<file path="src/rtl/core/rsag_pkg.sv">
// ----------------------------------------------------------------------------
// rsag_pkg: shared types and constants of the spherical angle generator
// Beat types, CORDIC arctangent table and fixed-point angle constants.
// ----------------------------------------------------------------------------
`default_nettype none

package rsag_pkg;

    // sweep count limits and the register's reset value
    localparam int unsigned MAX_DIVISIONS = 64;
    localparam logic [6:0]  DIV_RESET     = 7'd8;

    // angle format: radians with 13 fraction bits, CORDIC runs at 2^30
    localparam int unsigned ANGLE_FRAC_BITS = 13;
    localparam int unsigned ANG_SHIFT       = 30 - ANGLE_FRAC_BITS;

    // pipeline depths
    localparam int unsigned N_SQRT    = 29;   // one result bit per cell
    localparam int unsigned N_CORDIC  = 32;   // one rotation per cell
    localparam int unsigned N_STAGES  = N_SQRT + N_CORDIC + 2;
    localparam int unsigned DIV_STEPS = 15;   // quotient bits of the sweep

    // pi and pi/2 at scale 2^30, pi at output scale
    localparam logic signed [33:0] PI30      = 34'sd3373259426;
    localparam logic signed [33:0] HALF_PI30 = 34'sd1686629713;
    localparam logic [31:0]        PI30_U    = 32'd3373259426;
    localparam logic [14:0]        PI_OUT    = 15'd25736;

    // atan(2^-k) at scale 2^30, truncated
    localparam logic [29:0] ATAN_TAB [N_CORDIC] = '{
        30'h3243F6A8, 30'h1DAC6705, 30'h0FADBAFC, 30'h07F56EA6, 30'h03FEAB76,
        30'h01FFD55B, 30'h00FFFAAA, 30'h007FFF55, 30'h003FFFEA, 30'h001FFFFD,
        30'h000FFFFF, 30'h0007FFFF, 30'h0003FFFF, 30'h0001FFFF, 30'h0000FFFF,
        30'h00007FFF, 30'h00003FFF, 30'h00001FFF, 30'h00000FFF, 30'h000007FF,
        30'h000003FF, 30'h000001FF, 30'h000000FF, 30'h0000007F, 30'h0000003F,
        30'h0000001F, 30'h0000000F, 30'h00000008, 30'h00000004, 30'h00000002,
        30'h00000001, 30'h00000000
    };

    // input beat
    typedef struct packed {
        logic signed [15:0] coord_x;
        logic signed [15:0] coord_y;
        logic signed [15:0] coord_z;
    } t_coord;

    // output beat
    typedef struct packed {
        logic signed [15:0] sweep_angle;
        logic [14:0]        polar_angle;
        logic signed [15:0] azimuth_angle;
        logic               last_of_run;
    } t_res;

    // finished angles of one point
    typedef struct packed {
        logic [14:0]        polar_angle;
        logic signed [15:0] azimuth_angle;
    } t_point;

    // square root lane: radicand bits left, remainder, partial root, cosine term
    typedef struct packed {
        logic [29:0]        rad;
        logic [30:0]        rem;
        logic [28:0]        root;
        logic signed [31:0] aux;
    } t_sqrt_lane;

    // CORDIC vectoring lane
    typedef struct packed {
        logic signed [31:0] x;
        logic signed [31:0] y;
        logic signed [33:0] ang;
    } t_cordic_lane;

    // azimuth special cases carried beside the lanes
    typedef struct packed {
        logic pole;
        logic beyond;
        logic xneg;
        logic yneg;
    } t_flags;

endpackage

`default_nettype wire

</file>
<file path="src/rtl/core/rsag_cordic_cell.sv">
// ----------------------------------------------------------------------------
// rsag_cordic_cell: one CORDIC vectoring rotation
// Turns the vector toward the x axis by atan(2^-k) and registers the lane.
// ----------------------------------------------------------------------------
`default_nettype none

module rsag_cordic_cell (
    input  wire                    i_clk,
    input  wire                    i_en,
    input  wire [4:0]              i_step,
    input  rsag_pkg::t_cordic_lane i_lane,
    output rsag_pkg::t_cordic_lane o_lane
);
    import rsag_pkg::*;

    t_cordic_lane       r_lane;
    t_cordic_lane       n_lane;
    logic signed [31:0] sx;
    logic signed [31:0] sy;
    logic signed [33:0] da;

    // floor shifts, direction from the sign of y
    always_comb begin
        sx = i_lane.x >>> i_step;
        sy = i_lane.y >>> i_step;
        da = $signed({4'b0000, ATAN_TAB[i_step]});
        if (!i_lane.y[31]) begin
            n_lane.x   = i_lane.x + sy;
            n_lane.y   = i_lane.y - sx;
            n_lane.ang = i_lane.ang + da;
        end else begin
            n_lane.x   = i_lane.x - sy;
            n_lane.y   = i_lane.y + sx;
            n_lane.ang = i_lane.ang - da;
        end
    end

    always_ff @(posedge i_clk) begin
        if (i_en) begin
            r_lane <= n_lane;
        end
    end

    assign o_lane = r_lane;

endmodule

`default_nettype wire

</file>
<file path="config.mk">
export PLATFORM = sky130hd
export DESIGN_NAME = rsag_cordic_cell
export DESIGN_NICKNAME = d
export VERILOG_FILES = /design/src/rtl/core/rsag_pkg.sv /design/src/rtl/core/rsag_cordic_cell.sv
export SDC_FILE = /design/constraint.sdc
export NUM_CORES = 1
export LEC_CHECK = 0
export CORE_UTILIZATION = 61
export DETAILED_ROUTE_END_ITERATION = 7
export DONT_BUFFER_PORTS = 1
export GPL_TIMING_DRIVEN = 0
export HOLD_SLACK_MARGIN = 0.05
export PLACE_DENSITY = 0.77
export SETUP_SLACK_MARGIN = 0.4
export SKIP_CTS_REPAIR_TIMING = 1
export SYNTH_ARGS = -nofsm -noshare
export SYNTH_HDL_FRONTEND = slang
export SYNTH_SLANG_ARGS = --single-unit
</file>
<file path="constraint.sdc">
create_clock -name i_clk -period 5.8 [get_ports i_clk]
set_input_delay 0 -clock i_clk [delete_from_list [all_inputs] [get_ports i_clk]]
set_output_delay 0 -clock i_clk [all_outputs]
set_load 0.01 [all_outputs]
</file>
* After elaboration in Yosys (flattened, before gate mapping)
Memories as Yosys holds them, arrays and structs flattened. Index checks and enable logic that the tools add are counted.
Storage, ports and cells: flip-flop bits (word level) 98, bits in read-only memories 960, output and inout bits 98, memories kept 1
Cells by class: add/subtract/negate cells 6, order comparisons 1, shift-type cells 2, multiplexer cells 3, bitwise logic cells 1
Memories:
- (name not given) | depth 32, bits a word 30, rd ports 1, clocked after Yosys merged registers in 0, write ports 0, line rsag_cordic_cell.sv:26 | da = $signed({4'b0000, ATAN_TAB[i_step]});
Operators with widths (count):
- $mux 98 | 1
- $add 32x32->32 | 2
- $sshr 32x5->32 | 2
- $sub 32x32->32 | 2
- $mux 30 | 2
- $add 34x31->34 | 1
- $sub 34x31->34 | 1
- $ge 6x6->1 const B | 1
- $not 5->6 | 1

* Longest topological paths before layout
word-level depth 6, gate-level depth with buffers 28, mapped depth without buffers 23

* Worst setup path after synthesis
Ideal clock, no wire load.
kind input port to flip-flop, start point input i_step[4], end point register r_lane (netlist bit o_lane[65]) (data pin), arrival time 5.082 ns, required time 5.532 ns, setup slack 0.451 ns, stages 26, path buffers 8, cell sequence clkbuf_1 > clkbuf_1 > clkbuf_1 > buf_2 > buf_2 > buf_1 > clkbuf_1 > buf_1 > a21oi_1 > ha_1 > inv_1 > a2111oi_4 > nand4_2 > and3b_1 > nor2_1 > xnor2_1 > ha_1 > a21oi_1 > o21ai_0 > a21oi_1 > o21a_1 > a2bb2oi_1 > o21ai_0 > o41a_1 > a211oi_1 > xnor3_1
RTL lines:
- start, declared | line rsag_cordic_cell.sv:10 | input wire [4:0] i_step,
- end signal, assigned | line rsag_cordic_cell.sv:40 | r_lane <= n_lane;
- end, declared | line rsag_cordic_cell.sv:16 | t_cordic_lane r_lane;

==> results.md <==
* Outcome: finished, violations left
* Failing checks: design-rule violations
* Clock Sinks at 98
* Syn_area_per_cell at 9.02 sq um
* Vias per Instance at 7.82
* FMAX at between 150 and 200 MHz
* H-tree depth at 3
* Setup_tns at 0 ns
* Largest net degree at the start of global routing at 99
* Utilization of the core after routing at 69.0%
* Data required, critical path at just under 6 ns
* Reg clk slew, reported paths at ~0.090 ns
* Crit path max-delay cell type: clkbuf_1
* Max reg flops at 98
* Port bufs at 0
* Layout area overhead at 11.3%
* Fill cell count at between 1500 and 2000
* First-pass GRT wire length at about 94000 um
* Worst setup SP type: primary input
* Final non-filler cell area at 16800 sq um
* Initial antenna violation count at 0
* Max-cap violations at 0
* Sequential-to-total area share from yosys stat at approximately 20%
* Layout net count at around 2000
* Hpwl dp at 49600 um
* Number of global-route vias before repair at 14800
* Total power at approximately 4.0 mW
* Min cycle time layout at 5.51 ns
* First-pass iteration count of the detailed router at 8
* Die Ht at 159 um
* Clock buffer depth at 2
* CTS Buf Count at 9
* Most used cell, CP: buf_4
* Initial Utilization at 62.0%
* Critical path class: in2reg
* CP max FO at 10
* Hold WS at a little over 0.03 ns
* Site Rows at 57
* Hold Crit Class: in2reg
* Dpl cells at 1997
* Root Driver: clkbuf_16
* Cell variety after synth at 105
* Gpl congestion at 1.13
* Tcrit/Tclk final at 95.0%
* WL per Instance at 32.2 um
* Synth Register Bits at 98
* FFs w/ async S/R, synth at 0%
* Crit path buf inv count at 5
* Die X at ~160 um
* CP arrival at 5.63 ns
* Max Slew Vio Count at 0
* # diodes at 0
* Peak VDD IR at 0.206 mV
* Fin cells at 2069
* Final hold vios at 0
* Iter 0 DRT Violations at 3073
* Placed cell area at around 15000 sq um
* Drt total wl at 66700 um
* Remaining antenna violation count at 0
* Core area at 24300 sq um
* Mapped Area at 15100 sq um
* Syn Nets at ~1900
* CTS tree: done
* Pwr dens at around 240 nW/um^2
* Proportion of layout cells with a drive suffix above 1 at a little under a fifth
* DRC errors left at 16
* Final setup margin at 0.289 ns
* Grt ovf at 0
* Yosys warning total at 0
* Leakage at approximately 6.6 nW
* Most frequent cells in the layout: 130 x nand2_1, 130 x a21oi_1, 127 x nor2_1, 102 x xnor2_1, 101 x ha_1
* Ports at 203
* # setup viols final at 0
* Total GRT Usage at 50.1%
* Crit-path max cell delay at 0.78 ns
* Detailed-route via count at between 15000 and 20000
* Critical path capture point type: flop
* CP cell instances: buf_2 > nor2_1 > clkbuf_1 > clkbuf_2 > a222oi_1 > a311oi_1 > o21a_1 > nor4b_4 > buf_4 > a21oi_2 > xnor2_1 > mux2i_1 > ha_2 > buf_4 > o2111a_1 > nand2_1 > a2bb2oi_1 > o21ai_1 > o41a_1 > a211oi_2 > xnor3_1
* Die footprint at 25400 sq um
* RSZ-0062 raised after global routing: yes
* Worst slew pin tran at 1.18 ns
* Top FF cell, synth: edfxtp_1
* Place WS at -2.20 ns
* Gate Count Post-Synth at approximately 1700
* Number of synthesized flops with an enable pin at 98
* CP delay by family, top: compound AO/OA/AOI/OAI gates
* Slew headroom at 21.3%
## synth_stat cells, types with 11 or more instances
library cell | n | share of area, %
buf_2 | 26 | 0.86
mux2_2 | 20 | 1.5
a22oi_1 | 11 | 0.55
mux4_2 | 75 | 11
and3_1 | 20 | 0.83
nand2b_1 | 20 | 0.83
a21oi_1 | 138 | 4.6
a21o_1 | 32 | 1.6
nand3_1 | 29 | 0.96
nand2_1 | 131 | 3.3
or2_2 | 11 | 0.46
xor2_1 | 46 | 2.7
a211oi_1 | 30 | 1.5
and2_1 | 14 | 0.58
nor2_1 | 132 | 3.3
nor2b_1 | 26 | 1.1
o211ai_1 | 17 | 0.85
nor3_1 | 32 | 1.1
a31oi_1 | 24 | 1.0
o21bai_1 | 15 | 0.75
o31ai_1 | 13 | 0.65
ha_1 | 106 | 8.8
o22ai_1 | 16 | 0.66
clkbuf_1 | 45 | 1.1
mux2i_1 | 57 | 3.8
inv_1 | 53 | 1.3
o21ai_0 | 84 | 2.8
o21a_1 | 30 | 1.5
edfxtp_1 | 98 | 20
xnor2_1 | 102 | 5.9
## worst min-delay path, cell delays in order
cell and delay [ns]:
ha_1 0.13, a211oi_1 0.05, a21oi_1 0.10
## routing by layer
metal / part of all wire (%) / vias to the layer above / track usage, %
met1: 36 / 7622 / 61.8
met5: 0.031 / - / 0
met2: 42 / 1583 / 74.2
li1: - / 6600 / -
met3: 15 / 373 / 18.2
met4: 7.7 / 2 / 31.9
## cell type report
class                      count  area (sq um)  area share [%]
buffer                        96           751            4.47
inverter                      56           221            1.32
tap                          324           405            2.41
timing repair buffer          56           480            2.86
clock inverter                 5          63.8           0.380
multi-input combinational   1424         11700            69.7
clock buffer                  10           229            1.36
sequential                    98          2940            17.5
## cell families (layout without fill, tap and decap cells)
logic type	count (synthesis)	after routing	share of synthesized area, %
buf+inv	152	223	4.80
flops	98	98	19.5
xor+xnor	149	149	8.74
compound gates	535	535	24.4
simple gates	469	470	15.7
mux	161	161	17.7
fa+ha+maj	109	109	9.19
## power breakdown
group | total, mW | internal, mW | leakage (nW) | switching (mW)
Sequential | 1.22 | 1.06 | 0.960 | 0.165
Combinational | 2.14 | 0.865 | 5.49 | 1.28
Clock | 0.651 | 0.337 | 0.139 | 0.314
Total | 4.02 | 2.26 | 6.59 | 1.76
## path summary, 6_finish.rpt
check / from / to / depth (start not counted)
hold / removal: i_lane[72] / o_lane[72]$_DFFE_PP_ / 3
setup / recovery: i_step[3] / o_lane[65]$_DFFE_PP_ / 21
Note: power is estimated with default switching activity, not from simulation.
