**src/rtl/core/rsag_pkg.sv**
```systemverilog
// ----------------------------------------------------------------------------
// rsag_pkg: shared types and constants of the spherical angle generator
// Beat types, CORDIC arctangent table and fixed-point angle constants.
// ----------------------------------------------------------------------------
`default_nettype none

package rsag_pkg;

    // sweep count limits and the register's reset value
    localparam int unsigned MAX_DIVISIONS = 64;
    localparam logic [6:0]  DIV_RESET     = 7'd8;

    // angle format: radians with 13 fraction bits, CORDIC runs at 2^30
    localparam int unsigned ANGLE_FRAC_BITS = 13;
    localparam int unsigned ANG_SHIFT       = 30 - ANGLE_FRAC_BITS;

    // pipeline depths
    localparam int unsigned N_SQRT    = 29;   // one result bit per cell
    localparam int unsigned N_CORDIC  = 32;   // one rotation per cell
    localparam int unsigned N_STAGES  = N_SQRT + N_CORDIC + 2;
    localparam int unsigned DIV_STEPS = 15;   // quotient bits of the sweep

    // pi and pi/2 at scale 2^30, pi at output scale
    localparam logic signed [33:0] PI30      = 34'sd3373259426;
    localparam logic signed [33:0] HALF_PI30 = 34'sd1686629713;
    localparam logic [31:0]        PI30_U    = 32'd3373259426;
    localparam logic [14:0]        PI_OUT    = 15'd25736;

    // atan(2^-k) at scale 2^30, truncated
    localparam logic [29:0] ATAN_TAB [N_CORDIC] = '{
        30'h3243F6A8, 30'h1DAC6705, 30'h0FADBAFC, 30'h07F56EA6, 30'h03FEAB76,
        30'h01FFD55B, 30'h00FFFAAA, 30'h007FFF55, 30'h003FFFEA, 30'h001FFFFD,
        30'h000FFFFF, 30'h0007FFFF, 30'h0003FFFF, 30'h0001FFFF, 30'h0000FFFF,
        30'h00007FFF, 30'h00003FFF, 30'h00001FFF, 30'h00000FFF, 30'h000007FF,
        30'h000003FF, 30'h000001FF, 30'h000000FF, 30'h0000007F, 30'h0000003F,
        30'h0000001F, 30'h0000000F, 30'h00000008, 30'h00000004, 30'h00000002,
        30'h00000001, 30'h00000000
    };

    // input beat
    typedef struct packed {
        logic signed [15:0] coord_x;
        logic signed [15:0] coord_y;
        logic signed [15:0] coord_z;
    } t_coord;

    // output beat
    typedef struct packed {
        logic signed [15:0] sweep_angle;
        logic [14:0]        polar_angle;
        logic signed [15:0] azimuth_angle;
        logic               last_of_run;
    } t_res;

    // finished angles of one point
    typedef struct packed {
        logic [14:0]        polar_angle;
        logic signed [15:0] azimuth_angle;
    } t_point;

    // square root lane: radicand bits left, remainder, partial root, cosine term
    typedef struct packed {
        logic [29:0]        rad;
        logic [30:0]        rem;
        logic [28:0]        root;
        logic signed [31:0] aux;
    } t_sqrt_lane;

    // CORDIC vectoring lane
    typedef struct packed {
        logic signed [31:0] x;
        logic signed [31:0] y;
        logic signed [33:0] ang;
    } t_cordic_lane;

    // azimuth special cases carried beside the lanes
    typedef struct packed {
        logic pole;
        logic beyond;
        logic xneg;
        logic yneg;
    } t_flags;

endpackage

`default_nettype wire

```
**src/rtl/core/rsag_sqrt_cell.sv**
```systemverilog
// ----------------------------------------------------------------------------
// rsag_sqrt_cell: one digit of a restoring square root
// Brings down two radicand bits, settles one root bit, registers the lane.
// ----------------------------------------------------------------------------
`default_nettype none

module rsag_sqrt_cell (
    input  wire                  i_clk,
    input  wire                  i_en,
    input  rsag_pkg::t_sqrt_lane i_lane,
    output rsag_pkg::t_sqrt_lane o_lane
);
    import rsag_pkg::*;

    t_sqrt_lane  r_lane;
    t_sqrt_lane  n_lane;
    logic [32:0] rem2;
    logic [32:0] trial;
    logic [32:0] diff;
    logic        ge;

    // trial subtract of 4*root+1
    always_comb begin
        rem2        = {i_lane.rem, i_lane.rad[29:28]};
        trial       = {2'b00, i_lane.root, 2'b01};
        diff        = rem2 - trial;
        ge          = (rem2 >= trial);
        n_lane.rad  = {i_lane.rad[27:0], 2'b00};
        n_lane.rem  = ge ? diff[30:0] : rem2[30:0];
        n_lane.root = {i_lane.root[27:0], ge};
        n_lane.aux  = i_lane.aux;
    end

    always_ff @(posedge i_clk) begin
        if (i_en) begin
            r_lane <= n_lane;
        end
    end

    assign o_lane = r_lane;

endmodule

`default_nettype wire

```
**config.mk**
```make
export PLATFORM = sky130hd
export DESIGN_NAME = rsag_sqrt_cell
export DESIGN_NICKNAME = d
export VERILOG_FILES = /design/src/rtl/core/rsag_pkg.sv /design/src/rtl/core/rsag_sqrt_cell.sv
export SDC_FILE = /design/constraint.sdc
export NUM_CORES = 1
export LEC_CHECK = 0
export BUFFER_PORTS_ARGS = -buffer_cell sky130_fd_sc_hd__buf_2
export CORE_ASPECT_RATIO = 1.4
export CORE_MARGIN = 10
export CORE_UTILIZATION = 50
export CTS_CLUSTER_DIAMETER = 200
export CTS_CLUSTER_SIZE = 20
export DETAILED_ROUTE_END_ITERATION = 8
export HOLD_SLACK_MARGIN = 0.03
export PLACE_DENSITY = 0.83
export SKIP_LAST_GASP = 1
export SYNTH_ARGS = -nofsm -noshare
export SYNTH_HDL_FRONTEND = slang
export SYNTH_SLANG_ARGS = --single-unit
```
**constraint.sdc**
```tcl
create_clock -name i_clk -period 6.4 [get_ports i_clk]
set_input_delay 0.96 -clock i_clk [delete_from_list [all_inputs] [get_ports i_clk]]
set_output_delay 0.96 -clock i_clk [all_outputs]
set_load 0.1 [all_outputs]
```
# Word-level counts from Yosys, hierarchy flattened
# Index checks and enable logic that the tools add are counted.
# op_classes
add_sub_neg	1
order_cmp	1
mux	1
# ops
op	n
$ge A33 B31 Y1	1
$mux W31	1
$sub A31 B31 Y31	1
# totals
reg_bits	120
inputBits	124
output_inout_bits	122
wordCells	7

# Longest topological paths before layout
# logic_depth
ltp_word	2
ltp_mapped	12
ltp_nobuf	10

# Least setup slack after synthesis
# OpenSTA, ideal clock, no wires.
# synth_path
kind	input to register
from	input port i_lane[37] (netlist bit)
to	register r_lane (netlist bit o_lane[63]), data pin
setup_ps	260
t_arrival_ps	3246
required_ps	6140
slack_ps	2894
path_stages	12
n_path_buf	2
cell_sequence	inv_1 ha_1 clkdlybuf4s25_2 nand3_1 nand3_1 a41oi_2 o211ai_2 a31oi_4 o21ai_2 a31oi_4 buf_6 mux2_4
# synth_lines
item	line_no	rtl
from (decl)	rsag_sqrt_cell.sv:10	input rsag_pkg::t_sqrt_lane i_lane,
to (signal assigned)	rsag_sqrt_cell.sv:36	r_lane <= n_lane;
to (decl)	rsag_sqrt_cell.sv:15	t_sqrt_lane r_lane;

==> impl_metrics.ini <==
[timing]
report.final.slew_viol_count = 0
setup_tns_after_final_layout_ns = 0
min_clock_period_post_route_ns = 3.996
worst_slew_pin_slew_ns = 0.8339
timing.final.ws_setup_ns = 2.404
setup_violating_endpoint_count_in_the_final_report = 0
final.period_utilization = 0.6243
worst_slew_margin_rel = 0.4441
report.final.hold_viol_count = 0
rsz0062_at_grt = no
max_freq_mhz = 250.3
finalHoldWorstSlack_ns = 0.7208

[finish]
filler_cells_inserted = 866
final_cell_area_mm2 = 0.007859
fin_cells = 846
areaGrowthSynthToFinish_pct = 31.73
diodes_inserted = 0
layout_commonest_cell = sky130_fd_sc_hd__buf_2
post-route-util = 0.6682
post_route_cells_drive_above_1_share = 0.4449
largest_reg_flops = 120
nNetsFinal = 841
layout.cells.most_common_list = 242 x sky130_fd_sc_hd__buf_2, 120 x sky130_fd_sc_hd__edfxtp_1, 39 x sky130_fd_sc_hd__inv_1

[power]
power_density_mw_per_mm2 = 377.0
total_power_mw = 2.963
vdd.ir_drop.worst_mv = 0.2210
static-leakage-power_nw = 3.560

[cts]
clock_tree_from_tritoncts = yes
path_clk_slew_ns = 0.06
numClockSinks = 120
postCtsSetupRepairBufs = 0
cts_resized = 0
clock_tree.htree_level_count = 4
cts_max_path_buffers = 2
tritoncts.num_buffers = 17
cts_hold_buf = 0
clock_tree.root_cell = sky130_fd_sc_hd__clkbuf_16

[run_status]
run_status = complete, no violations

[place]
total_cell_area_at_the_placement_stage_mm2 = 0.007242
portBuffers = 243
gp_routability_congestion = 0.8767
dp_hpwl_um = 13870
placed_cells = 814
placement.setup.worst_slack_ns = 1.991

[setup_path]
endpoint = o_lane[91]
timing.setup.critical_path_class = in -> reg
crit_path_end_kind = register
critical_path_peak_fanout = 18
critical_path_arrival_ns = 4.15
worst_ep_required_time_ns = 6.56
worstSetupStartpoint = i_lane[42]
cp-start-kind = input port

[logic_synthesis]
seq_area_frac_synth = 0.6040
post_synth_edffs = 120
synth_ff_type = sky130_fd_sc_hd__edfxtp_1
synth_area_leaders = sky130_fd_sc_hd__edfxtp_1 60%, sky130_fd_sc_hd__mux2_4 6.5%, sky130_fd_sc_hd__ha_1 6.5%, sky130_fd_sc_hd__a21oi_1 2.9%, sky130_fd_sc_hd__inv_1 2.5%
async_reset_ff_frac = 0
netlist.top_cell.by_area = sky130_fd_sc_hd__edfxtp_1
synth-compound-area-share = 0.09983
synth.mux.area_fraction = 0.07404
cells_after_synth = 437
synth_simple_gate_area_frac = 0.06942
synthXorXnorAreaFrac = 0.03817
synth.avg_cell_area_um2 = 13.65
synth_area_mm2 = 0.005966
synth_top_family_by_area = compound AO/OA/AOI/OAI gates
yosysTopAreaCellShare = 0.6040
synth.lib_cells_used.distinct = 50
synthAdderAreaFrac = 0.06502
synth_seq_cells = 120
yosys_warnings = 0

[die]
fp.dieArea_mm2 = 0.01676
design.core.area_mm2 = 0.01176
start_util = 0.5072
io_pins = 246
die_width_um = 112.3
std_cell_rows = 47
die_height_um = 149.2

[drt]
avgViaCountPerCell = 5.336
routed_wirelength_um = 17740
post-route-drc-count = 0
post_drt_wl_per_cell_um = 20.97
first_iter_violations = 241
num_vias = 4514
residual_antenna_violating_net_count_after_detailed_routing = 0
dr.pass1.iters = 4

[global_route]
total_global_routing_overflow = 0
grt_antenna_before_repair = 0
grt_first_pass_wirelength_um = 26450
pin_count_of_the_biggest_net_entering_global_routing = 66
groute.usage.overall = 0.2036
vias_in_the_first_global_route = 4820

[job]
timing.max_cap.violations = 0

[hold_path]
min_path_cells = 1
hold_class = in -> reg
## routing by layer
metal | track usage | wire length (µm) | vias to the layer above
met5 | 0 | 0 | -
met4 | 0.07697 | 388 | 0
met3 | 0.08092 | 1717 | 26
met2 | 0.3685 | 9458 | 233
met1 | 0.2045 | 6177 | 2142
li1 | - | - | 2113
## cells in the mapped netlist, types with 5 or more instances
cell                       count
sky130_fd_sc_hd__xnor2_1      12
sky130_fd_sc_hd__mux2_4       26
sky130_fd_sc_hd__nand2_1      26
sky130_fd_sc_hd__xor2_1       14
sky130_fd_sc_hd__o21ai_0      13
sky130_fd_sc_hd__nand4_1       8
sky130_fd_sc_hd__o21bai_1      5
sky130_fd_sc_hd__inv_1        39
sky130_fd_sc_hd__ha_1         31
sky130_fd_sc_hd__nor3_1        5
sky130_fd_sc_hd__edfxtp_1    120
sky130_fd_sc_hd__nand3_1      10
sky130_fd_sc_hd__a21oi_1      34
sky130_fd_sc_hd__nor2_1       17
sky130_fd_sc_hd__a21o_1       11
## worst min-delay path by stage
stage	start	endpoint	slack, ns
after detailed placement	i_lane[112]	o_lane[114]	1.14
after global routing	i_lane[102]	o_lane[104]	0.71
after global placement	i_lane[8]	o_lane[8]	1.14
after floorplan	i_lane[0]	o_lane[0]	1.06
final	i_lane[112]	o_lane[114]	0.72
after CTS	i_lane[112]	o_lane[114]	0.71
## area by class of cell
type | instances | area [µm²] | share of cell area
Timing Repair Buffer | 245 | 1234 | 0.1570
Clock buffer | 17 | 425.4 | 0.05413
Multi-Input combinational cell | 263 | 2074 | 0.2640
Tap cell | 147 | 183.9 | 0.02340
Inverter | 39 | 146.4 | 0.01863
Clock inverter | 15 | 191.4 | 0.02436
Sequential cell | 120 | 3603 | 0.4585
## worst max-delay path: stages
cell and delay [ns]:
sky130_fd_sc_hd__buf_2 0.10, sky130_fd_sc_hd__inv_1 0.04, sky130_fd_sc_hd__ha_1 0.35, sky130_fd_sc_hd__a21oi_1 0.28, sky130_fd_sc_hd__nand2_1 0.13, sky130_fd_sc_hd__o2111ai_1 0.24, sky130_fd_sc_hd__o211ai_2 0.19, sky130_fd_sc_hd__a31oi_4 0.27
sky130_fd_sc_hd__o21ai_2 0.13, sky130_fd_sc_hd__a31oi_4 0.61, sky130_fd_sc_hd__buf_4 0.45, sky130_fd_sc_hd__mux2_2 0.38
## report_power, final
group          leakage (nW)  total, mW  internal, mW  switching [mW]
registers              1.17      0.982         0.963          0.0197
logic                  2.09      0.984         0.205           0.779
clock network         0.293      0.997         0.623           0.374
total                  3.56       2.96          1.79            1.17
## cell families after synthesis
logic type | after synthesis
DFF | 120
and+or+nand+nor | 85
xor gates and xnor gates | 26
muxes | 31
buffers and inverters | 55
AOI/OAI and AO/OA | 88
other | 1
adders and majority gates | 31
Note: power is estimated with default switching activity, not from simulation.
