### config.mk
export PLATFORM = sky130hd
export DESIGN_NAME = rsag_sweep
export DESIGN_NICKNAME = d
export VERILOG_FILES = /design/src/rtl/core/rsag_pkg.sv /design/src/rtl/core/rsag_sweep.sv
export SDC_FILE = /design/constraint.sdc
export NUM_CORES = 2
export LEC_CHECK = 0
export ABC_AREA = 1
export BUFFER_PORTS_ARGS = -buffer_cell sky130_fd_sc_hd__buf_2
export CORE_ASPECT_RATIO = 1.4
export CORE_UTILIZATION = 62
export CTS_CLUSTER_DIAMETER = 40
export CTS_CLUSTER_SIZE = 24
export DETAILED_ROUTE_END_ITERATION = 8
export GPL_ROUTABILITY_DRIVEN = 0
export PLACE_DENSITY = 0.79
export SLEW_MARGIN = 20
export SYNTH_ARGS = -nofsm -noshare
export SYNTH_HDL_FRONTEND = slang
export SYNTH_SLANG_ARGS = --single-unit
export TNS_END_PERCENT = 100
### constraint.sdc
create_clock -name i_clk -period 37 [get_ports i_clk]
set_clock_uncertainty 0.15 [all_clocks]
set_input_delay 0 -clock i_clk [delete_from_list [all_inputs] [get_ports i_clk]]
set_output_delay 0 -clock i_clk [all_outputs]
set_load 0.005 [all_outputs]
### src/rtl/core/rsag_pkg.sv
// ----------------------------------------------------------------------------
// rsag_pkg: shared types and constants of the spherical angle generator
// Beat types, CORDIC arctangent table and fixed-point angle constants.
// ----------------------------------------------------------------------------
`default_nettype none

package rsag_pkg;

    // sweep count limits and the register's reset value
    localparam int unsigned MAX_DIVISIONS = 64;
    localparam logic [6:0]  DIV_RESET     = 7'd8;

    // angle format: radians with 13 fraction bits, CORDIC runs at 2^30
    localparam int unsigned ANGLE_FRAC_BITS = 13;
    localparam int unsigned ANG_SHIFT       = 30 - ANGLE_FRAC_BITS;

    // pipeline depths
    localparam int unsigned N_SQRT    = 29;   // one result bit per cell
    localparam int unsigned N_CORDIC  = 32;   // one rotation per cell
    localparam int unsigned N_STAGES  = N_SQRT + N_CORDIC + 2;
    localparam int unsigned DIV_STEPS = 15;   // quotient bits of the sweep

    // pi and pi/2 at scale 2^30, pi at output scale
    localparam logic signed [33:0] PI30      = 34'sd3373259426;
    localparam logic signed [33:0] HALF_PI30 = 34'sd1686629713;
    localparam logic [31:0]        PI30_U    = 32'd3373259426;
    localparam logic [14:0]        PI_OUT    = 15'd25736;

    // atan(2^-k) at scale 2^30, truncated
    localparam logic [29:0] ATAN_TAB [N_CORDIC] = '{
        30'h3243F6A8, 30'h1DAC6705, 30'h0FADBAFC, 30'h07F56EA6, 30'h03FEAB76,
        30'h01FFD55B, 30'h00FFFAAA, 30'h007FFF55, 30'h003FFFEA, 30'h001FFFFD,
        30'h000FFFFF, 30'h0007FFFF, 30'h0003FFFF, 30'h0001FFFF, 30'h0000FFFF,
        30'h00007FFF, 30'h00003FFF, 30'h00001FFF, 30'h00000FFF, 30'h000007FF,
        30'h000003FF, 30'h000001FF, 30'h000000FF, 30'h0000007F, 30'h0000003F,
        30'h0000001F, 30'h0000000F, 30'h00000008, 30'h00000004, 30'h00000002,
        30'h00000001, 30'h00000000
    };

    // input beat
    typedef struct packed {
        logic signed [15:0] coord_x;
        logic signed [15:0] coord_y;
        logic signed [15:0] coord_z;
    } t_coord;

    // output beat
    typedef struct packed {
        logic signed [15:0] sweep_angle;
        logic [14:0]        polar_angle;
        logic signed [15:0] azimuth_angle;
        logic               last_of_run;
    } t_res;

    // finished angles of one point
    typedef struct packed {
        logic [14:0]        polar_angle;
        logic signed [15:0] azimuth_angle;
    } t_point;

    // square root lane: radicand bits left, remainder, partial root, cosine term
    typedef struct packed {
        logic [29:0]        rad;
        logic [30:0]        rem;
        logic [28:0]        root;
        logic signed [31:0] aux;
    } t_sqrt_lane;

    // CORDIC vectoring lane
    typedef struct packed {
        logic signed [31:0] x;
        logic signed [31:0] y;
        logic signed [33:0] ang;
    } t_cordic_lane;

    // azimuth special cases carried beside the lanes
    typedef struct packed {
        logic pole;
        logic beyond;
        logic xneg;
        logic yneg;
    } t_flags;

endpackage

`default_nettype wire

### src/rtl/core/rsag_sweep.sv
// ----------------------------------------------------------------------------
// rsag_sweep: run sequencer and sweep angle pipeline
// Issues n beats per point and works out -pi + i*2pi/n with a pipelined
// restoring divide by n, one quotient bit per stage.
// ----------------------------------------------------------------------------
`default_nettype none

module rsag_sweep (
    input  wire              i_clk,
    input  wire              i_rst_n,
    input  wire [6:0]        i_divisions,
    input  wire              i_pt_valid,
    input  rsag_pkg::t_point i_pt,
    output logic             o_pt_take,
    output logic             o_valid,
    input  wire              i_stall,
    output rsag_pkg::t_res   o_res
);
    import rsag_pkg::*;

    typedef struct packed {
        logic [6:0]  rem;
        logic [14:0] dl;
        logic [14:0] q;
        logic [6:0]  n;
        logic        neg;
        t_point      pt;
        logic        last;
    } t_div;

    logic               en;
    logic [6:0]         n_clamp;
    logic               last_issue;

    logic               r_busy;
    logic [5:0]         r_idx;
    logic [6:0]         r_n;
    t_point             r_pt;

    logic signed [7:0]  num;
    logic [6:0]         mag;
    logic [38:0]        prod;
    t_div               n_s1;

    t_div               r_dv   [DIV_STEPS+1];
    logic [DIV_STEPS:0] r_dvld;
    t_div               n_dv   [DIV_STEPS];

    logic               r_o_valid;
    t_res               r_res;
    logic signed [15:0] q_s;

    // whole pipeline moves unless the output beat is held
    assign en = !(r_o_valid && i_stall);

    // division count: zero acts as one, large values saturate
    always_comb begin
        priority if (i_divisions == 7'd0) begin
            n_clamp = 7'd1;
        end else if (i_divisions > 7'(MAX_DIVISIONS)) begin
            n_clamp = 7'(MAX_DIVISIONS);
        end else begin
            n_clamp = i_divisions;
        end
    end

    assign last_issue = r_busy && ({1'b0, r_idx} == (r_n - 7'd1));
    assign o_pt_take  = en && i_pt_valid && (!r_busy || last_issue);

    // run sequencer
    always_ff @(posedge i_clk) begin
        if (!i_rst_n) begin
            r_busy <= 1'b0;
        end else if (en) begin
            if (o_pt_take) begin
                r_busy <= 1'b1;
            end else if (last_issue) begin
                r_busy <= 1'b0;
            end
        end
    end

    always_ff @(posedge i_clk) begin
        if (en) begin
            if (o_pt_take) begin
                r_idx <= 6'd0;
                r_n   <= n_clamp;
                r_pt  <= i_pt;
            end else if (r_busy) begin
                r_idx <= r_idx + 6'd1;
            end
        end
    end

    // dividend: floor((|2i-n|*pi + n*2^16) / 2^17), later divided by n
    always_comb begin
        num        = $signed({1'b0, r_idx, 1'b0}) - $signed({1'b0, r_n});
        mag        = num[7] ? 7'(-num) : num[6:0];
        prod       = 39'(mag) * 39'(PI30_U) + (39'(r_n) << 16);
        n_s1.rem   = {1'b0, prod[37:32]};
        n_s1.dl    = prod[31:17];
        n_s1.q     = 15'd0;
        n_s1.n     = r_n;
        n_s1.neg   = num[7];
        n_s1.pt    = r_pt;
        n_s1.last  = last_issue;
    end

    // restoring divide steps
    genvar g;
    for (g = 0; g < DIV_STEPS; g++) begin : g_div
        logic [7:0] rem2;
        logic [7:0] dn;
        logic       ge;
        always_comb begin
            rem2          = {r_dv[g].rem, r_dv[g].dl[14]};
            dn            = {1'b0, r_dv[g].n};
            ge            = (rem2 >= dn);
            n_dv[g]       = r_dv[g];
            n_dv[g].rem   = ge ? 7'(rem2 - dn) : rem2[6:0];
            n_dv[g].dl    = {r_dv[g].dl[13:0], 1'b0};
            n_dv[g].q     = {r_dv[g].q[13:0], ge};
        end
        always_ff @(posedge i_clk) begin
            if (en) begin
                r_dv[g+1] <= n_dv[g];
            end
        end
    end

    always_ff @(posedge i_clk) begin
        if (en) begin
            r_dv[0] <= n_s1;
        end
    end

    always_ff @(posedge i_clk) begin
        if (!i_rst_n) begin
            r_dvld <= '0;
        end else if (en) begin
            r_dvld <= {r_dvld[DIV_STEPS-1:0], r_busy};
        end
    end

    // sign and output register
    assign q_s = r_dv[DIV_STEPS].neg ? -$signed({1'b0, r_dv[DIV_STEPS].q})
                                     :  $signed({1'b0, r_dv[DIV_STEPS].q});

    always_ff @(posedge i_clk) begin
        if (!i_rst_n) begin
            r_o_valid <= 1'b0;
        end else if (en) begin
            r_o_valid <= r_dvld[DIV_STEPS];
        end
    end

    always_ff @(posedge i_clk) begin
        if (en) begin
            r_res.sweep_angle   <= q_s;
            r_res.polar_angle   <= r_dv[DIV_STEPS].pt.polar_angle;
            r_res.azimuth_angle <= r_dv[DIV_STEPS].pt.azimuth_angle;
            r_res.last_of_run   <= r_dv[DIV_STEPS].last;
        end
    end

    assign o_valid = r_o_valid;
    assign o_res   = r_res;

endmodule

`default_nettype wire

# Word-level counts from Yosys, hierarchy flattened

Memories as Yosys holds them, arrays and structs flattened.
Cells that the tools add are included.

Flip-flop bits (word level): 110
Bits in writable memories: 1232
Bits of input ports: 42
Output and inout bits: 50
Logic and storage cells: 90
Memories: 1

Memories:

| name | words | width | rd ports | clocked after memory_dff | wr ports | RTL line         | text |
|---|---|---|---|---|---|---|---|
| r_dv | 16    | 77    | 16       | 0                        | 16       | rsag_sweep.sv:45 | `t_div r_dv [DIV_STEPS+1];` |

Add/subtract/negate cells: 21
Multipliers: 1
Magnitude comparators: 16
Eq/ne operators: 1
Multiplexer cells: 22
Bitwise gates (word level): 1
Reductions and logical operators: 14

Operator list:

| kind                                               | number |
|---|---|
| >= comparator 8 x 7 -> 1 bit                       | 15 |
| two-way mux 7 bit                                  | 17 |
| subtractor 7 bit                                   | 15 |
| adder 38 x 23 -> 38 bit                            | 1 |
| multiplier 7 x 31 -> 37 bit, second input constant | 1 |
| negator 15 -> 16 bit                               | 1 |
| two-way mux 15 bit                                 | 1 |
| subtractor 7 x 7 -> 8 bit                          | 1 |
| == test 6 x 7 -> 1 bit                             | 1 |
| > comparator 7 bit, second input constant          | 1 |
| zero test 7 bit                                    | 1 |
| negator 7 bit                                      | 1 |
| subtractor 7 x 1 -> 7 bit, second input constant   | 1 |
| adder 6 x 1 -> 6 bit, second input constant        | 1 |
| two-way mux 6 bit                                  | 1 |
| AND reduction 2 bit                                | 3 |
| logical AND 1 bit                                  | 4 |
| nonzero test 2 bit                                 | 2 |
| two-way mux 1 bit                                  | 3 |
| zero test 1 bit                                    | 2 |
| OR reduction 2 bit                                 | 1 |
| logical OR 1 bit                                   | 1 |
| NOT 1 bit                                          | 1 |

# Logic depth before layout (Yosys ltp)

Depth after elaboration: 7
Gate-level depth with buffers: 46
Mapped depth without buffers: 46

# Worst setup path after synthesis

OpenSTA, ideal clock, no wires.

Path kind: reg2reg
From: reg r_o_valid (netlist: o_valid)
To: reg o_res[0] (netlist name)
Library setup time: 1.788 ns
Arrival: 28.292 ns
Data required time: 35.062 ns
Setup slack: 6.770 ns
Stages on the path, launching flop included: 4
Path buffers: 2
Period minus slack after synthesis: 30.230 ns
Cell sequence: dfxtp_1 nand2_1 clkbuf_1 clkbuf_1

Word-level cells in the longest chain between the ends: 1

Ends and longest elaborated chain:

| what                     | RTL line          | text |
|---|---|---|
| start: declaration       | rsag_sweep.sv:49  | `logic r_o_valid;` |
| start signal: assignment | rsag_sweep.sv:153 | `r_o_valid <= r_dvld[DIV_STEPS];` |
| logical AND 1 bit        | rsag_sweep.sv:54  | `assign en = !(r_o_valid && i_stall);` |

No other way between the ends.
A chain may end at the register's enable or synchronous reset.

==> reports/results.txt <==
crit path time final: 9.39 ns
Worst Path Arrival: 9.64 ns
Die H: 314 um
setup violators final: 0
layout cells sized above 1: 0.106
hold slack: 0.113 ns
synthesized net count: 3067
Resized cells post-CTS: 0
clk_lat worst skew: 0.67 ns
largest net degree at the start of global routing: 204
hold crit path type: in2reg
Clock transition at path regs: 0.08 ns
I/O Pins: 92
startpoint class of the critical path: register
most common library cells after synthesis: edfxtp_1, inv_1, nor2_1
EDFF count, synth: 1069
Synth Flop Type: edfxtp_1
CP required: 37.25 ns
ys async rst share: 0
initial antenna violation count: 4
Yosys reg bits: 1087
crit path max fanout: 12
input/output buffers: 91
CP max stage delay: 0.68 ns
synth top area cells: edfxtp_1, ha_1, inv_1
Residual DRC: 0
Rows: 113
number of global-route vias before repair: 23000
Yosys warning total: 0
first-pass GRT wire length: 114 mm
max_cap viols: 0
Avg Cell Area, Syn: 15.5 um2
sequential share of the synthesized area: 0.755
Starting Density: 0.631
clk buf depth: 3
H-tree depth reported by CTS: 3
drt via density: 5.54
Die ar.: 70400 um2
Final period util: 0.254
Synth cell types: 47
worst slew pin tran: 1.08 ns
cell taking the most area after synthesis: edfxtp_1
status: complete, no violations
post-DR wirelength/cell: 17.6 um
total CTS buffers: 95
drt pass-1 iters: 8
relative slew slack: 0.278
grt ovf: 0
Antenna Violating Nets Remaining: 0
CTS tree: yes
CTS sink cnt: 1087
Critical Path Most Common Cell: inv_1
Post-Syn Instances: 2770
WS Path Type: reg2reg
slowest cell on the critical path: edfxtp_1
Core Region: 68100 um2
RSZ-0062 raised after global routing: no
critical path capture point type: register
most common cell in the netlist: edfxtp_1
DR iter-0 viols: 1864
clk root buf: clkbuf_16
Final Hold Fails: 0
fin nets: 3310
Max Fclk: 0.107 GHz
P&R area growth vs syn: 13.5%
detailed-route wire length: 70.7 mm
Fillers: 4168
Final Util: 0.715
setup_tns: 0 ns
Post-Syn Area: 43000 um2
top cell type's share of synthesized area: 0.747
hpwl dp: 43.4 mm
max-slew violation count: 0
All-Layer GR Usage: 0.208
via count: 22300
Die Width: 225 um
==> what timing repair did <==
action                                 in CTS  in global routing
endpoints found under the hold margin     114                  0
buffers inserted                            0                  0
hold buffers                               78                  0
==> routing by layer <==
metal | vias to the layer above | share of wire | wire (um) | GRT usage
met5 | - | 0 | 0 | 0
met4 | 0 | 0.069 | 4910 | 0.134
met3 | 374 | 0.049 | 3500 | 0.0352
met2 | 892 | 0.54 | 38000 | 0.384
met1 | 10600 | 0.34 | 24300 | 0.215
li1 | 10400 | - | - | -
==> cells by family after synthesis <==
kind of cell,after synthesis,synth area share
flops,1087,0.755
fa+ha+maj,255,0.0832
xor+xnor,130,0.0267
simple gates,578,0.0588
compound gates,339,0.0427
buf+inv,381,0.0333
==> sequential cells by signal (all words and copies together), names as in the netlist <==
name	cells
r_dvld	16
r_idx	6
o_res	48
n_s1	31
r_n	7
o_valid	1
r_busy	1
r_dv	977
==> through the flow <==
step	setup slack, ns	instances	area, um2
finish	27.61	4020	48800
detailed placement	28.01	3758	44600
CTS	27.97	4016	48700
global route	27.05	4019	48800
floorplan	6.77	2770	43000
global placement	28.59	3758	44600
==> worst max-delay path, delay by kind of cell, from the launching register on <==
| family | cells | cell delay (ns) |
|---|---|---|
| AOI/OAI and AO/OA | 6 | 0.85 |
| xor gates and xnor gates | 3 | 1.20 |
| adders and majority gates | 7 | 3.14 |
| buffers and inverters | 9 | 1.12 |
| DFF | 1 | 0.68 |
| and+or+nand+nor | 15 | 1.98 |
==> cell type report <==
class	count	area [um2]	share of cell area
diodes	4	10.0	0.000205
clock buffers	99	2410	0.0495
clock inverters	81	973	0.0200
inverters	347	1300	0.0267
multi-input cells	1302	9100	0.187
flip-flops and latches	1087	32500	0.666
well taps	920	1150	0.0236
repair buffers	180	1340	0.0276
==> cells in the final DEF (no fill, tap or decap), types with 7 or more instances in the layout <==
master	netlist	final
a21oi_1	197	196
a31oi_1	17	17
buf_2	0	91
buf_4	0	9
clkbuf_16	0	96
clkinv_1	1	7
clkinv_8	0	11
clkinvlp_4	0	8
dfxtp_1	18	18
dlygate4sd3_1	0	78
edfxtp_1	1069	1069
fa_1	51	51
ha_1	204	204
inv_1	342	342
inv_6	0	19
inv_8	0	13
nand2_1	200	199
nand2_2	19	19
nand3_1	30	30
nand4_1	11	11
nor2_1	249	249
nor3_1	11	11
nor4_1	19	19
o21ai_0	85	85
o21bai_1	19	19
or3b_2	11	11
xnor2_1	52	52
xor2_1	77	77
==> final timing paths <==
| check | from | end | slack (ns) | depth (start not counted) |
|---|---|---|---|---|
| worst max-delay path | r_n[0] | r_dv[0][74] | 27.61 | 40 |
| worst min-delay path | i_rst_n | r_dvld[7] | 0.11 | 4 |
| worst max register to register | r_n[0] | r_dv[0][74] | 27.61 | 40 |
| worst min register to register | r_dv[2][40] | r_dv[2][118] | 0.24 | 0 |
Power is not shown: default switching activity piles up to over one toggle a cycle in this logic, so the estimate is an artifact.
